===== src/rtl/grst_pkg.sv =====
package grst_pkg;

  localparam int SIDE       = 256;
  localparam int VALUE_BITS = 16;
  localparam int COORD_W    = 8;
  localparam int VAL_W      = 16;
  localparam int SUM_W      = 32;

  localparam int TREE_H = 1 << $clog2(SIDE);
  localparam int NB     = $clog2(TREE_H) + 1;
  localparam int CB     = NB + 1;
  localparam int AW     = 2 * NB;
  localparam int DEPTH  = 1 << AW;

  localparam logic [SUM_W-1:0] VMASK = (VALUE_BITS >= SUM_W) ? {SUM_W{1'b1}} :
                                       SUM_W'((64'(1) << VALUE_BITS) - 64'(1));

  localparam logic FUNC_SET   = 1'b0;
  localparam logic FUNC_QUERY = 1'b1;

  typedef enum logic [3:0] {
    ST_CLR,
    ST_IDLE,
    ST_LEAF,
    ST_CCHK,
    ST_SA,
    ST_SB,
    ST_SW,
    ST_QROW,
    ST_QROWH,
    ST_QSHIFT,
    ST_CLO,
    ST_CLOD,
    ST_CHI,
    ST_CHID,
    ST_QOUT
  } state_t;

  typedef struct packed {
    logic load;
    logic clr_wr;
    logic leaf_wr;
    logic jc_shift;
    logic i_shift;
    logic row_mode;
    logic rd_a;
    logic rd_b;
    logic lat_a;
    logic sum_wr;
    logic row_lo_take;
    logic row_hi_take;
    logic row_shift;
    logic col_lo_rd;
    logic col_hi_rd;
    logic acc;
    logic col_shift;
    logic out_load;
  } dp_cmd_t;

  typedef struct packed {
    logic clr_done;
    logic upd_ok;
    logic jc_gt1;
    logic i_gt1;
    logic rlo_lt;
    logic rlo_odd;
    logic rhi_odd;
    logic clo_lt;
    logic clo_odd;
    logic chi_odd;
    logic out_busy;
  } dp_sts_t;

endpackage


===== src/rtl/grst_ctrl.sv =====
module grst_ctrl import grst_pkg::*; (
  input  logic    clk,
  input  logic    rst_n,
  input  logic    in_tvalid,
  input  logic    in_func,
  output logic    in_tready,
  input  dp_sts_t sts,
  output dp_cmd_t cmd
);

  state_t state_r, state_nxt;
  logic   mode_r, mode_nxt;
  logic   ret_hi_r, ret_hi_nxt;

  always_comb begin
    state_nxt  = state_r;
    mode_nxt   = mode_r;
    ret_hi_nxt = ret_hi_r;
    unique case (state_r)
      ST_CLR: begin
        if (sts.clr_done) state_nxt = ST_IDLE;
      end
      ST_IDLE: begin
        if (in_tvalid) state_nxt = (in_func == FUNC_QUERY) ? ST_QROW : ST_LEAF;
      end
      ST_LEAF: begin
        state_nxt = sts.upd_ok ? ST_CCHK : ST_IDLE;
      end
      ST_CCHK: begin
        if (sts.jc_gt1) begin
          mode_nxt  = 1'b0;
          state_nxt = ST_SA;
        end else if (sts.i_gt1) begin
          mode_nxt  = 1'b1;
          state_nxt = ST_SA;
        end else begin
          state_nxt = ST_IDLE;
        end
      end
      ST_SA: state_nxt = ST_SB;
      ST_SB: state_nxt = ST_SW;
      ST_SW: state_nxt = ST_CCHK;
      ST_QROW: begin
        if (!sts.rlo_lt) begin
          state_nxt = ST_QOUT;
        end else if (sts.rlo_odd) begin
          ret_hi_nxt = 1'b0;
          state_nxt  = ST_CLO;
        end else begin
          state_nxt = ST_QROWH;
        end
      end
      ST_QROWH: begin
        if (sts.rhi_odd) begin
          ret_hi_nxt = 1'b1;
          state_nxt  = ST_CLO;
        end else begin
          state_nxt = ST_QSHIFT;
        end
      end
      ST_QSHIFT: state_nxt = ST_QROW;
      ST_CLO: begin
        if (!sts.clo_lt) state_nxt = ret_hi_r ? ST_QSHIFT : ST_QROWH;
        else if (sts.clo_odd) state_nxt = ST_CLOD;
        else state_nxt = ST_CHI;
      end
      ST_CLOD: state_nxt = ST_CHI;
      ST_CHI: state_nxt = sts.chi_odd ? ST_CHID : ST_CLO;
      ST_CHID: state_nxt = ST_CLO;
      ST_QOUT: begin
        if (!sts.out_busy) state_nxt = ST_IDLE;
      end
      default: state_nxt = ST_CLR;
    endcase
  end

  always_comb begin
    cmd       = '0;
    in_tready = 1'b0;
    cmd.row_mode = mode_r;
    unique case (state_r)
      ST_CLR: cmd.clr_wr = 1'b1;
      ST_IDLE: begin
        in_tready = 1'b1;
        cmd.load  = in_tvalid;
      end
      ST_LEAF: cmd.leaf_wr = sts.upd_ok;
      ST_CCHK: begin
        cmd.jc_shift = sts.jc_gt1;
        cmd.i_shift  = !sts.jc_gt1 && sts.i_gt1;
      end
      ST_SA: cmd.rd_a = 1'b1;
      ST_SB: begin
        cmd.rd_b  = 1'b1;
        cmd.lat_a = 1'b1;
      end
      ST_SW: cmd.sum_wr = 1'b1;
      ST_QROW: cmd.row_lo_take = sts.rlo_lt && sts.rlo_odd;
      ST_QROWH: cmd.row_hi_take = sts.rhi_odd;
      ST_QSHIFT: cmd.row_shift = 1'b1;
      ST_CLO: cmd.col_lo_rd = sts.clo_lt && sts.clo_odd;
      ST_CLOD: cmd.acc = 1'b1;
      ST_CHI: begin
        cmd.col_hi_rd = sts.chi_odd;
        cmd.col_shift = !sts.chi_odd;
      end
      ST_CHID: begin
        cmd.acc       = 1'b1;
        cmd.col_shift = 1'b1;
      end
      ST_QOUT: cmd.out_load = !sts.out_busy;
      default: cmd = '0;
    endcase
  end

  always_ff @(posedge clk) begin
    if (!rst_n) begin
      state_r  <= ST_CLR;
      mode_r   <= 1'b0;
      ret_hi_r <= 1'b0;
    end else begin
      state_r  <= state_nxt;
      mode_r   <= mode_nxt;
      ret_hi_r <= ret_hi_nxt;
    end
  end

endmodule


===== config.mk =====
export PLATFORM = sky130hd
export DESIGN_NAME = grst_ctrl
export DESIGN_NICKNAME = d
export VERILOG_FILES = /design/src/rtl/grst_pkg.sv /design/src/rtl/grst_ctrl.sv
export SDC_FILE = /design/constraint.sdc
export NUM_CORES = 1
export LEC_CHECK = 0
export ABC_CLOCK_PERIOD_IN_PS = 1200
export BUFFER_PORTS_ARGS = -buffer_cell sky130_fd_sc_hd__buf_2
export CAP_MARGIN = 40
export CORE_UTILIZATION = 41
export CTS_CLUSTER_SIZE = 28
export DETAILED_ROUTE_END_ITERATION = 8
export GPL_TIMING_DRIVEN = 1
export PLACE_DENSITY = 0.75
export SYNTH_ARGS = -nofsm -noshare
export SYNTH_HDL_FRONTEND = slang
export SYNTH_SLANG_ARGS = --single-unit

===== constraint.sdc =====
create_clock -name clk -period 1.2 [get_ports clk]
set_input_delay 0.24 -clock clk [delete_from_list [all_inputs] [get_ports clk]]
set_output_delay 0.24 -clock clk [all_outputs]
set_load 0.005 [all_outputs]

======== After elaboration in Yosys (flattened, before gate mapping) ========
Cells that the tools add are included.
storage, ports and cells
  input port bits ......................... 15
  output and inout port bits .............. 19
  logic and storage cells ................. 75
  flip-flop bits (word level) ............. 6
cells by class
  mux-type cells .......................... 38
  reductions and logical operators ........ 14
  eq/ne operators ......................... 20
operators by type and width
  operator              count
  $pmux W4 S15          1
  $eq A4 B4 Y1 const B  7
  $mux W3               7
  $mux W1               20
  $eq A4 B3 Y1 const B  4
  $reduce_or A15 Y1     1
  $mux W4               3
  $ne A2 B2 Y1 const B  6
  $mux W2               5
  $eq A4 B2 Y1 const B  2
  $eq A4 B1 Y1 const B  1
  $logic_not A4 Y1      1
  $pmux W1 S2           2
  $reduce_and A4 Y1     1
  $reduce_bool A2 Y1    2
  $logic_and A1 B1 Y1   3
  $logic_not A1 Y1      3
  $reduce_and A3 Y1     1
  $reduce_and A2 Y1     1
  $reduce_or A2 Y1      1

======== Longest topological paths before layout ========
Gate-level depths: netlist of the first run.
  word-level depth ........................ 3
  gate-level depth with buffers ........... 6
  mapped depth without buffers ............ 5

======== Least setup slack after synthesis of the first run ========
OpenSTA, ideal clock, no wires.
  path kind ............................... reg2reg
  start ................................... register state_r[2]
  end ..................................... register state_r[1]
  period minus slack after synthesis ...... 1.261 ns
  buffers on the path ..................... 1
  arrival time ............................ 1.137 ns
  data required time ...................... 1.076 ns
  setup time .............................. 0.124 ns
  stages on the path, launching flop included .. 7
  setup slack ............................. -0.061 ns
  cell sequence ........................... dfxtp_1 buf_6 nor4_2 and2b_1 nor4_4 o21ai_1 a21oi_1
between the ends
  cells in the longest elaborated chain, start to end .. 3
  elaborated cells between the ends (all ways) .. 20
  classes of those cells .................. 17 x eq/ne; 1 x mux; 2 x reduce/logical
RTL lines
  what                                  RTL line          RTL
  start: declaration                    grst_ctrl.sv:11   state_t state_r, state_nxt;
  start signal: assignment              grst_ctrl.sv:122  state_r <= state_nxt;
  $eq A4 B4 Y1 (tied with other cells)  grst_ctrl.sv:19   unique case (state_r)
  $ne A2 B2 Y1 (no line)                n/a
  $reduce_and A3 Y1 (no line)           n/a
Parallel ways exist; a longest one is shown, timed or not.
A chain may end at the register's enable or synchronous reset.

======== Worst setup path after layout of the first run ========
  start ................................... register state_r[3]
  end ..................................... register state_r[1]
The elaborated chain is that of the path after synthesis.

==> results of run 1 <==
layout by cell type, fill, tap and decap left out, drive strengths merged:
| cell | n |
|---|---|
| a211o | 1 |
| a211oi | 1 |
| a21o | 1 |
| a21oi | 5 |
| a22oi | 3 |
| a31oi | 2 |
| and2b | 3 |
| and3 | 6 |
| buf | 75 |
| clkbuf | 4 |
| dfxtp | 6 |
| inv | 5 |
| nand2 | 7 |
| nand2b | 6 |
| nand3 | 2 |
| nand3b | 1 |
| nand4 | 1 |
| nor2 | 10 |
| nor2b | 7 |
| nor3 | 6 |
| nor3b | 2 |
| nor4 | 4 |
| o21ai | 6 |
| o221a | 1 |
| o22ai | 2 |
| o311ai | 1 |
| o32ai | 1 |
| or3 | 1 |
| xor2 | 1 |
layout make-up:
| type | count | area [sq um] | area share [%] |
|---|---|---|---|
| multi-input cells | 81 | 651 | 46.8 |
| repair buffers | 76 | 546 | 39.2 |
| flip-flops and latches | 6 | 133 | 9.54 |
| inverters | 5 | 18.8 | 1.35 |
| well taps | 16 | 20.0 | 1.44 |
| clock buffers | 3 | 22.5 | 1.62 |
flip-flops by register name, summed over array words and instances, names as in the netlist:
name and flops:
mode_r 1, state_r 4, ret_hi_r 1
through the flow:
| stage | instance area, sq um | utilization (%) | TNS [ns] | power [mW] |
|---|---|---|---|---|
| 3_5_place_dp | 1040 | 65.8 | -2.94 | 1.29 |
| 4_1_cts | 1290 | 81.7 | -4.85 | 1.70 |
| 6_report | 1390 | 88.2 | -5.99 | 1.93 |
| 5_1_grt | 1390 | 88.2 | -7.12 | 2.01 |
| 2_1_floorplan | 736 | - | -0.0733 | 0.907 |
| 3_3_place_gp | 1040 | 65.8 | -2.27 | 1.26 |
routing by layer:
| metal | share of wire [%] | vias to the layer above |
|---|---|---|
| met4 | 3.8 | 0 |
| li1 | - | 502 |
| met5 | 0 | - |
| met2 | 49 | 120 |
| met3 | 12 | 21 |
| met1 | 35 | 529 |
logic make-up (layout without fill, tap and decap cells):
logic type	after synthesis	in the layout	share of synthesized area (%)
AO/OA/AOI/OAI	24	24	21.5
AND/OR/NAND/NOR	56	56	48.5
buffers and inverters	14	84	12.1
XOR/XNOR	1	1	1.21
flip-flops	6	6	16.6
worst max-delay path by stage:
stage	startpoint	to	slack (ns)	cells past startpoint
6_report	state_r[3]$_SDFFE_PN0P_	state_r[1]$_SDFFE_PN0P_	-0.39	6
5_1_grt	state_r[0]$_SDFFE_PN0P_	state_r[0]$_SDFFE_PN0P_	-0.44	7
4_1_cts	state_r[0]$_SDFFE_PN0P_	cmd[14]	-0.26	4
3_5_place_dp	state_r[1]$_SDFFE_PN0P_	cmd[4]	-0.28	3
3_3_place_gp	state_r[1]$_SDFFE_PN0P_	state_r[2]$_SDFFE_PN0P_	-0.20	5
2_1_floorplan	state_r[1]$_SDFFE_PN0P_	state_r[1]$_SDFFE_PN0P_	-0.04	5
worst register-to-register path, delay by kind of cell, from the launching register on:
| kind | cells | cell delay [ns] |
|---|---|---|
| AOI/OAI and AO/OA | 1 | 0.14 |
| buffers and inverters | 2 | 0.24 |
| DFF | 1 | 0.38 |
| and+or+nand+nor | 3 | 0.72 |
power by group:
group	leakage (nW)	internal, mW	switching (mW)
Sequential	0.0514	0.241	0.0641
Combinational	0.648	0.723	0.693
Clock	0.0138	0.114	0.0910
Total	0.713	1.08	0.848
repair_timing:
action	4_1_cts	5_1_grt
endpoints found under the hold margin	0	0
setup buffers	15	5
endpoints found under the setup margin	24	24
pin swaps	5	6
hold buffers	0	0
cloned	0	0
gates resized for setup	32	16
==> results.tsv, run 1 <==
stage	metric	value	unit
setup_path	worst_ep_arrival_time	1.71	ns
setup_path	crit_path_start_kind	flop	
finish	nets	188	
grt	grt_pass1_vias	1056	
timing	hold_ws	0.301	ns
die	die_h	44.0	microns
clock_network	cts_root_buf	clkbuf_4	
finish	layout-drive-gt1-share	64.3	%
setup_path	r2r_end	state_r[1]$_SDFFE_PN0P_	
route	antenna_left	0	
finish	fillers	86	
route	drcViolationCount	4	
synthesis	synth_nets	116	
die	ioPinCount	34	
timing	relSlewSlack	70.8	%
run_status	status	complete, but fails checks	
die	die_area	0.00193	sq mm
synthesis	yosysMostFrequentCell	nor2_1	
setup_path	crit_slowest_cell	nor4_1	
setup_path	r2r-start	state_r[3]$_SDFFE_PN0P_	
clock_network	path_clk_slew	0.06	ns
die	rows	14	
die	core_area	0.00158	sq mm
synthesis	synth-edff-count	0	
timing	rsz0062_at_grt	yes	
finish	fin_cells	187	
setup_path	path_buf_inv	2	
timing	tightest_slew	0.435	ns
grt	antenna_found_initial	0	
grt	grt_max_degree	11	
grt	busiest_layer	met2	
worst_hold_path	hold_depth	3	
setup_path	cp.required	1.33	ns
route	drt_iter0_drc	88	
clock_network	numClockSinks	6	
grt	grt_use_met3	3.33	%
place	hpwl	1820	microns
timing	fin_ws	-0.386	ns
synthesis	syn-instance-count	101	
place	port_buffers	33	
synthesis	syn_area	722	sq um
worst_hold_path	hp-start	rst_n	
synthesis	yosysWarnings	0	
synthesis	synth_top_area_cell	dfxtp_1	
setup_path	cp_max_fo	5	
job	max-cap-violations	0	
setup_path	critPathKind	flop to flop	
place	dpl.cell_count	164	
power_and_ir_drop	ir_worst_vdd	1.38	mV
clock_network	clk_latency	0.26	ns
route	vias	1172	
timing	finalCriticalPeriod	1.59	ns
synthesis	synth_top_area_share	16.6	%
clock_network	clk_path_buf_depth	2	
place	gp_congestion	0.958	
route	wl_per_cell	20.3	microns
power_and_ir_drop	leakagePower	0.713	nW
setup_path	crit_top_cell	buf_6	
die	initial_core_util	45.8	%
route	avgViaCountPerCell	6.27	
finish	antenna_cells	0	
synthesis	ys_top_cells_by_area	dfxtp_1 (17%), nand2b_1 (5.2%), nor2_1 (5.2%), nor2b_1 (5.2%), buf_6 (4.7%)	
setup_path	regToRegSetupSlack	-0.39	ns
synthesis	ys.flop_type	dfxtp_1	
timing	clock.fmax	0.631	GHz
clock_network	cts_buffers	3	
worst_hold_path	min_to	state_r[2]$_SDFFE_PN0P_	
route	dr.pass1.iters	7	
setup_path	end_kind	flop	
setup_path	critical_path.top_delay_family	simple AND/OR/NAND/NOR gates	
synthesis	syn_area_per_cell	7.15	sq um
timing	setup_viol	24	
synthesis	synthTopCellsByCount	nor2_1 (10), nand2_1 (7), dfxtp_1 (6), nand2b_1 (6), nor2b_1 (6)	
timing	hold_viol_final	0	
grt	gr-usage-all-layers	35.4	%
die	die_w	44.0	microns
synthesis	ys_ff_latch	6	
run_status	failed_checks	design-rule violations, negative setup slack	
grt	grt_pass1_wl	4860	microns
power_and_ir_drop	powerDensity	1390	mW/mm^2
clock_network	htreeDepth	1	
grt	met2_usage	65.1	%
grt	grt-ovfl-total	0	
synthesis	synth_seq_area_share	16.6	%
worst_hold_path	worstHoldPathType	input port to flop	
place	pre_cts_slack	-0.279	ns
setup_path	cpPeakStageDelay	0.42	ns
clock_network	cts_tree	yes	
route	wl	3800	microns
finish	area_delta_synth_final	92.5	%
grt	use_met1	40.5	%
timing	final-max-slew-violation-count	0	
timing	finClkSkew	0.0106	ns
synthesis	async_flop_share	0	%
setup_path	path_cells	buf_6, nor2b_1, and3_4, buf_6, nor4_1, a21oi_1	
synthesis	yosysUniqueCellTypes	36	
setup_path	reg2reg_depth	6	
timing	fin_crit_sh	132	%
Note: power is estimated with default switching activity, not from simulation.
==> run 2: changes to the inputs <==
--- a/config.mk
+++ b/config.mk
@@ -6,8 +6,9 @@
 export NUM_CORES = 1
 export LEC_CHECK = 0
 export ABC_CLOCK_PERIOD_IN_PS = 1200
-export BUFFER_PORTS_ARGS = -buffer_cell sky130_fd_sc_hd__buf_2
+export BUFFER_PORTS_ARGS = -buffer_cell sky130_fd_sc_hd__buf_4
 export CAP_MARGIN = 40
+export CORE_MARGIN = 8
 export CORE_UTILIZATION = 41
 export CTS_CLUSTER_SIZE = 28
 export DETAILED_ROUTE_END_ITERATION = 8
==> run 2 against run 1 <==
Against the previous run: clock-buffer cell count did not move; combinational power up 6%; power grew 6.0%; routed wire length decreased by 1.4%; the flow finishes with violations (negative setup slack); clock skew shrank 0.0085 ns; highest routed layer unchanged; register-to-register slack improved by 0.11 ns; clock power is 10% lower; global-route usage decreased by 14 points; sequential share of layout area shrank 0.47 points; non-clock buffer count is 10 lower.
==> results.tsv, run 2 (synthesis gave the netlist of run 1 again) <==
stage	metric	value	unit	change
clock_network	htreeDepth	1		unchanged
setup_path	crit_path_start_kind	flop		
timing	clock.fmax	0.648	GHz	+2.8%
route	wl	3750	microns	-1.4%
route	dr.pass1.iters	4		-3
finish	area_delta_synth_final	106	%	
timing	finClkSkew	0.00205	ns	-0.00850 ns
finish	reg_top3	state_r: 4 flops, mode_r: 1 flops, ret_hi_r: 1 flops		
timing	setup_viol	25		+4.2%
clock_network	clk_latency	0.24	ns	-0.02 ns
finish	nets	178		-5.3%
timing	final-max-slew-violation-count	0		unchanged
grt	grt_max_degree	10		-1
setup_path	cp.required	0.96	ns	-0.37 ns
finish	antenna_cells	0		unchanged
place	port_buffers	33		unchanged
clock_network	numClockSinks	6		unchanged
route	vias	1086		-7.3%
clock_network	cts_root_buf	clkbuf_4		
die	ioPinCount	34		unchanged
run_status	failed_checks	negative setup slack		
die	die_h	58.0	microns	+32%
die	die_w	58.0	microns	+32%
timing	finalCriticalPeriod	1.54	ns	-0.0433 ns
route	drcViolationCount	0		-4
place	hpwl	2100	microns	+16%
finish	final_common_cell	buf_4		
timing	rsz0062_at_grt	yes		
setup_path	crit_top_cell	buf_6		
grt	grt-ovfl-total	0		unchanged
finish	top_register	state_r		
route	drt_iter0_drc	31		-65%
setup_path	path_cells	buf_6, nand2_4, buf_6, nor3_4, buf_4		
clock_network	cts_tree	yes		
power_and_ir_drop	ir_worst_vdd	1.01	mV	-27%
die	core_area	0.00169	sq mm	+7.1%
job	max-cap-violations	0		unchanged
timing	tightest_slew	0.281	ns	-0.154 ns
grt	antenna_found_initial	0		unchanged
die	initial_core_util	42.7	%	-3.1 points
route	avgViaCountPerCell	6.10		-2.7%
setup_path	cpPeakStageDelay	0.41	ns	about the same
finish	final_cell_mix	buf_4 (44), buf_6 (22)		
power_and_ir_drop	leakagePower	0.680	nW	-4.6%
clock_network	path_clk_slew	0.05	ns	about the same
die	die_area	0.00336	sq mm	+74%
finish	layout-drive-gt1-share	67.7	%	+3.4 points
route	wl_per_cell	21.1	microns	+3.6%
setup_path	cp_max_fo	8		+3
clock_network	clk_path_buf_depth	2		unchanged
clock_network	cts_buffers	3		unchanged
run_status	status	complete, but fails checks		
timing	fin_ws	-0.342	ns	+0.0433 ns
finish	fillers	79		-8.1%
place	gp_congestion	0.947		-1.2%
timing	relSlewSlack	81.1	%	+10 points
power_and_ir_drop	powerDensity	1370	mW/mm^2	-1.0%
worst_hold_path	worstHoldPathType	input port to flop		
timing	hold_viol_final	0		unchanged
route	antenna_left	0		unchanged
timing	fin_crit_sh	129	%	-3.6 points
setup_path	end_kind	output pin		
setup_path	critPathKind	flop to output pin		
die	rows	15		+1
grt	grt_pass1_wl	5650	microns	+16%
timing	hold_ws	0.272	ns	-0.0291 ns
setup_path	crit_slowest_cell	dfxtp_4		
grt	gr-usage-all-layers	21.8	%	-14 points
setup_path	worst_ep_arrival_time	1.30	ns	-0.41 ns
grt	grt_pass1_vias	1130		+7.0%
timing	tns	-6.22	ns	-0.225 ns
finish	largest_reg_flops	4		unchanged
-- run 2: cell count changes in the layout (fill, tap and decap cells not counted), moves of 2 or more --
cell	before	now
buf_2	32	0
buf_4	32	44
buf_6	8	22
buf_8	2	0
nor2_1	8	5
nor2_2	1	3
-- run 2: worst paths after layout --
check / startpoint / to / slack, ns / cells past startpoint
worst max-delay path: state_r[2]$_SDFFE_PN0P_ / cmd[9] / -0.34 / 5
worst min-delay path: rst_n / state_r[2]$_SDFFE_PN0P_ / 0.27 / 3
worst max register to register: state_r[2]$_SDFFE_PN0P_ / state_r[2]$_SDFFE_PN0P_ / -0.28 / 6
worst min register to register: mode_r$_SDFFE_PN0P_ / mode_r$_SDFFE_PN0P_ / 0.56 / 2
-- run 2: layout make-up --
type	instances	area, sq um	share of cell area, %
Multi-Input combinational cell	81	713	47.9
Tap cell	17	21.3	1.43
Sequential cell	6	135	9.08
Timing Repair Buffer	66	578	38.8
Inverter	5	18.8	1.26
Clock buffer	3	22.5	1.51
-- run 2: power breakdown --
group	total [mW]	internal (mW)	switching, mW	leakage (nW)
sequential	0.348	0.248	0.0995	0.0517
combinational	1.51	0.832	0.679	0.615
clock	0.184	0.113	0.0707	0.0138
-- run 2: critical path, delay by kind of cell, from the launching register on --
kind / cells / cell delay, ns
buf+inv: 3 / 0.41
flops: 1 / 0.41
simple gates: 2 / 0.25
-- run 2: what timing repair did --
action                     CTS  global route
pin swaps                    9            16
setup endpoints to repair   25            25
hold buffers                 0             0
gates resized for setup     46            29
buffers inserted            12             1
-- run 2: routing by layer --
| layer | vias up | GRT usage (%) | wire, microns |
|---|---|---|---|
| li1 | 486 | - | - |
| met1 | 524 | 22.2 | 1460 |
| met2 | 58 | 39.3 | 1890 |
| met3 | 18 | 7.28 | 239 |
| met4 | 0 | 9.79 | 161 |
| met5 | - | 0 | 0 |
-- run 2: per-stage QoR --
| step | cells | total power [mW] | worst slack (ns) | instance area (sq um) | util [%] |
|---|---|---|---|---|---|
| after detailed placement | 166 | 1.31 | -0.278 | 1120 | 66.1 |
| after floorplan | 101 | 0.907 | -0.0411 | 736 | - |
| final | 178 | 2.04 | -0.342 | 1490 | 88.1 |
| after global routing | 178 | 2.14 | -0.383 | 1490 | 88.1 |
| after global placement | 166 | 1.29 | -0.251 | 1120 | 66.1 |
| after CTS | 180 | 1.80 | -0.304 | 1390 | 82.1 |
==> run 3: changes to the inputs <==
--- a/config.mk
+++ b/config.mk
@@ -5,15 +5,16 @@
 export SDC_FILE = /design/constraint.sdc
 export NUM_CORES = 1
 export LEC_CHECK = 0
+export ABC_AREA = 1
 export ABC_CLOCK_PERIOD_IN_PS = 1200
 export BUFFER_PORTS_ARGS = -buffer_cell sky130_fd_sc_hd__buf_4
 export CAP_MARGIN = 40
 export CORE_MARGIN = 8
-export CORE_UTILIZATION = 41
+export CORE_UTILIZATION = 39
 export CTS_CLUSTER_SIZE = 28
 export DETAILED_ROUTE_END_ITERATION = 8
 export GPL_TIMING_DRIVEN = 1
-export PLACE_DENSITY = 0.75
+export PLACE_DENSITY = 0.73
 export SYNTH_ARGS = -nofsm -noshare
 export SYNTH_HDL_FRONTEND = slang
 export SYNTH_SLANG_ARGS = --single-unit
==> run 3 against run 2 <==
Against the previous run: the run still ends with negative setup slack left; flip-flop and latch count unchanged; routed wire length up 1.4%; critical path depth up 1; first-iteration DRC count rose to 3.5 times the previous value; area after synthesis down 8.5%; sequential share of layout area up 0.35 points; via count up 12%; utilization down 1.3 points; setup slack better by 0.045 ns; non-clock buffer count down 1; power down 9.4%; critical endpoint is now cmd[15]; largest power group unchanged; highest routed layer unchanged.
==> results.tsv, run 3 <==
stage	metric	value	unit	change
run_status	status	complete, but fails checks		
run_status	failed_checks	negative setup slack		
synthesis	syn-instance-count	131		+30%
setup_path	cpPeakStageDelay	0.40	ns	about the same
job	max-cap-violations	0		unchanged
setup_path	critical_path.top_delay_family	flip-flops		
finish	largest_reg_flops	4		unchanged
die	ioPinCount	34		unchanged
finish	antenna_cells	0		unchanged
setup_path	critPathKind	flop to output pin		
clock_network	cts_tree	yes		
clock_network	cts_buffers	3		unchanged
synthesis	yosysMostFrequentCell	nand2_1		
setup_path	worst_ep_arrival_time	1.26	ns	-0.04 ns
place	port_buffers	33		unchanged
clock_network	htreeDepth	1		unchanged
synthesis	synthTopCellsByCount	nand2_1 (45), inv_1 (27), nor2_1 (22), nand3_1 (7)		
power_and_ir_drop	p_int	0.983	mW	-18%
finish	layout-drive-gt1-share	61.1	%	-6.6 points
setup_path	reg2reg_depth	7		+1
place	hpwl	1960	microns	-6.8%
clock_network	path_clk_slew	0.06	ns	about the same
setup_path	cp_max_fo	4		-4
setup_path	end_kind	output pin		
finish	final_common_cell	buf_4		
synthesis	yosysWarnings	0		unchanged
power_and_ir_drop	switching_share	46.9	%	+5.3 points
worst_hold_path	worstHoldPathType	input port to flop		
finish	final_cell_mix	buf_4 (55), nand2_1 (32), inv_1 (17), nor2_1 (12)		
timing	tightest_slew	0.272	ns	-0.00889 ns
synthesis	syn_area	661	sq um	-8.5%
route	vias	1211		+12%
grt	gr-usage-all-layers	19.2	%	-2.6 points
finish	reg_top3	state_r: 4 flops, mode_r: 1 flops, ret_hi_r: 1 flops		
route	drt_iter0_drc	107		+250%
synthesis	synth_seq_area_share	18.2	%	+1.5 points
finish	top_register	state_r		
timing	setup_viol	25		unchanged
grt	grt_max_degree	7		-3
grt	grt_pass1_wl	5180	microns	-8.4%
timing	hold_viol_final	0		unchanged
timing	final-max-slew-violation-count	0		unchanged
setup_path	crit_slowest_cell	dfxtp_4		
timing	fin_crit_sh	125	%	-3.7 points
finish	area_delta_synth_final	117	%	
power_and_ir_drop	clockPowerShare	10.8	%	+1.8 points
setup_path	crit_path_start_kind	flop		
worst_hold_path	hold_depth	3		unchanged
power_and_ir_drop	p_switching	0.867	mW	+2.1%
timing	fin_ws	-0.297	ns	+0.0450 ns
place	gp_congestion	0.925		-2.3%
timing	finalCriticalPeriod	1.50	ns	-0.0450 ns
synthesis	synth_top_area_share	25.6	%	+8.9 points
power_and_ir_drop	powerDensity	1290	mW/mm^2	-6.0%
clock_network	cts_hold_buf	0		unchanged
route	wl_per_cell	17.7	microns	-16%
timing	clock.fmax	0.668	GHz	+3.0%
route	dr.pass1.iters	5		+1
timing	rsz0062_at_grt	yes		
power_and_ir_drop	ir_worst_vdd	1.02	mV	+0.99%
timing	tns	-5.59	ns	+0.629 ns
route	drcViolationCount	0		unchanged
grt	grt_pass1_vias	1147		+1.5%
clock_network	numClockSinks	6		unchanged
timing	finClkSkew	0.0159	ns	+0.0139 ns
clock_network	clk_path_buf_depth	2		unchanged
die	die_w	57.2	microns	-1.4%
synthesis	ys_ff_latch	6		unchanged
setup_path	path_buf_inv	4		+1
synthesis	ys_top_cells_by_area	nand2_1 (26%), dfxtp_1 (18%), inv_1 (15%), nor2_1 (13%), nand3_1 (5.3%)		
clock_network	clk_latency	0.26	ns	+0.02 ns
synthesis	yosysUniqueCellTypes	18		-50%
power_and_ir_drop	total_power	1.85	mW	-9.4%
die	initial_core_util	40.0	%	-2.7 points
power_and_ir_drop	pwr-share-comb	69.8	%	-4.2 points
timing	relSlewSlack	81.7	%	+0.54 points
die	die_area	0.00327	sq mm	-2.8%
setup_path	path_cells	inv_6, buf_12, nor2_4, nand3_2, inv_2, buf_6		
setup_path	cp.required	0.96	ns	about the same
die	core_area	0.00165	sq mm	-2.2%
route	antenna_left	0		unchanged
power_and_ir_drop	seqPwrFrac	19.3	%	+2.3 points
route	avgViaCountPerCell	5.63		-7.7%
power_and_ir_drop	leakagePower	0.817	nW	+20%
clock_network	cts_root_buf	clkbuf_4		
finish	nets	215		+21%
synthesis	synth-edff-count	0		unchanged
grt	grt-ovfl-total	0		unchanged
synthesis	synth_top_area_cell	nand2_1		
setup_path	critical_path_depth	6		+1
grt	antenna_found_initial	0		unchanged
synthesis	synth_nets	146		+26%
die	die_h	57.2	microns	-1.4%
synthesis	ys.flop_type	dfxtp_1		
synthesis	async_flop_share	0	%	unchanged
die	rows	15		unchanged
synthesis	syn_area_per_cell	5.04	sq um	-29%
finish	fillers	95		+20%
route	wl	3800	microns	+1.4%
[run 3: cell types whose count changed after synthesis, sizes merged, moves of 4 or more]
cell | previous run | this run
nand2b | 6 | 0
buf | 9 | 1
inv | 5 | 28
nand2 | 7 | 47
nor4 | 4 | 0
nand3 | 2 | 7
nor2b | 7 | 0
and3 | 6 | 1
nor2 | 10 | 25
[run 3: worst paths after layout]
path | startpoint | end | slack [ns]
worst min register to register | mode_r$_SDFFE_PN0P_ | mode_r$_SDFFE_PN0P_ | 0.50
worst max register to register | state_r[1]$_SDFFE_PN0P_ | state_r[3]$_SDFFE_PN0P_ | -0.23
worst min-delay path | rst_n | ret_hi_r$_SDFFE_PN0P_ | 0.24
worst max-delay path | state_r[1]$_SDFFE_PN0P_ | cmd[15] | -0.30
[run 3: per-stage QoR]
step	hold WS, ns	instance area (sq um)	cells	util, %	setup WS, ns
finish	0.237	1430	215	86.8	-0.297
global route	0.253	1430	215	86.8	-0.317
CTS	0.238	1300	211	78.8	-0.217
detailed placement	0.475	1050	197	63.6	-0.128
global placement	0.465	1050	197	63.6	-0.0886
floorplan	0.364	661	131	-	0.0327
[run 3: logic make-up after synthesis]
family                 synth area share [%]
flip-flops                             18.2
buffers and inverters                  17.0
AND/OR/NAND/NOR                        54.7
AO/OA/AOI/OAI                          10.0
[run 3: repair_timing]
item / CTS / global route
setup buffers: 11 / 5
pin swaps: 12 / 13
gates resized for setup: 50 / 29
setup endpoints to repair: 25 / 25
[run 3: power groups by stage]
stage / logic [mW] / clock network [mW] / registers [mW]
floorplan: 0.419 / 0 / 0.286
global placement: 0.813 / 0 / 0.287
CTS: 1.04 / 0.191 / 0.333
global route: 1.37 / 0.199 / 0.360
detailed placement: 0.828 / 0 / 0.290
finish: 1.29 / 0.200 / 0.358
[run 3: area by class of cell]
| cell class | instances | area, sq um | share of cell area, % |
|---|---|---|---|
| Timing Repair Buffer | 65 | 534 | 37.3 |
| Inverter | 28 | 120 | 8.38 |
| Clock buffer | 3 | 22.5 | 1.57 |
| Sequential cell | 6 | 135 | 9.42 |
| Multi-Input combinational cell | 96 | 601 | 41.9 |
| Tap cell | 17 | 21.3 | 1.48 |
[run 3: metal layers]
layer	vias to the layer above	wire, microns	track usage [%]
met1	566	1380	20.2
met5	-	0	0
met4	0	184	9.73
met3	23	343	3.99
met2	89	1890	34.7
li1	533	-	-
[run 3: tightest hold or removal path: stages]
cell     delay [ns]
buf_4          0.11
nand2_1        0.07
a21oi_2        0.03
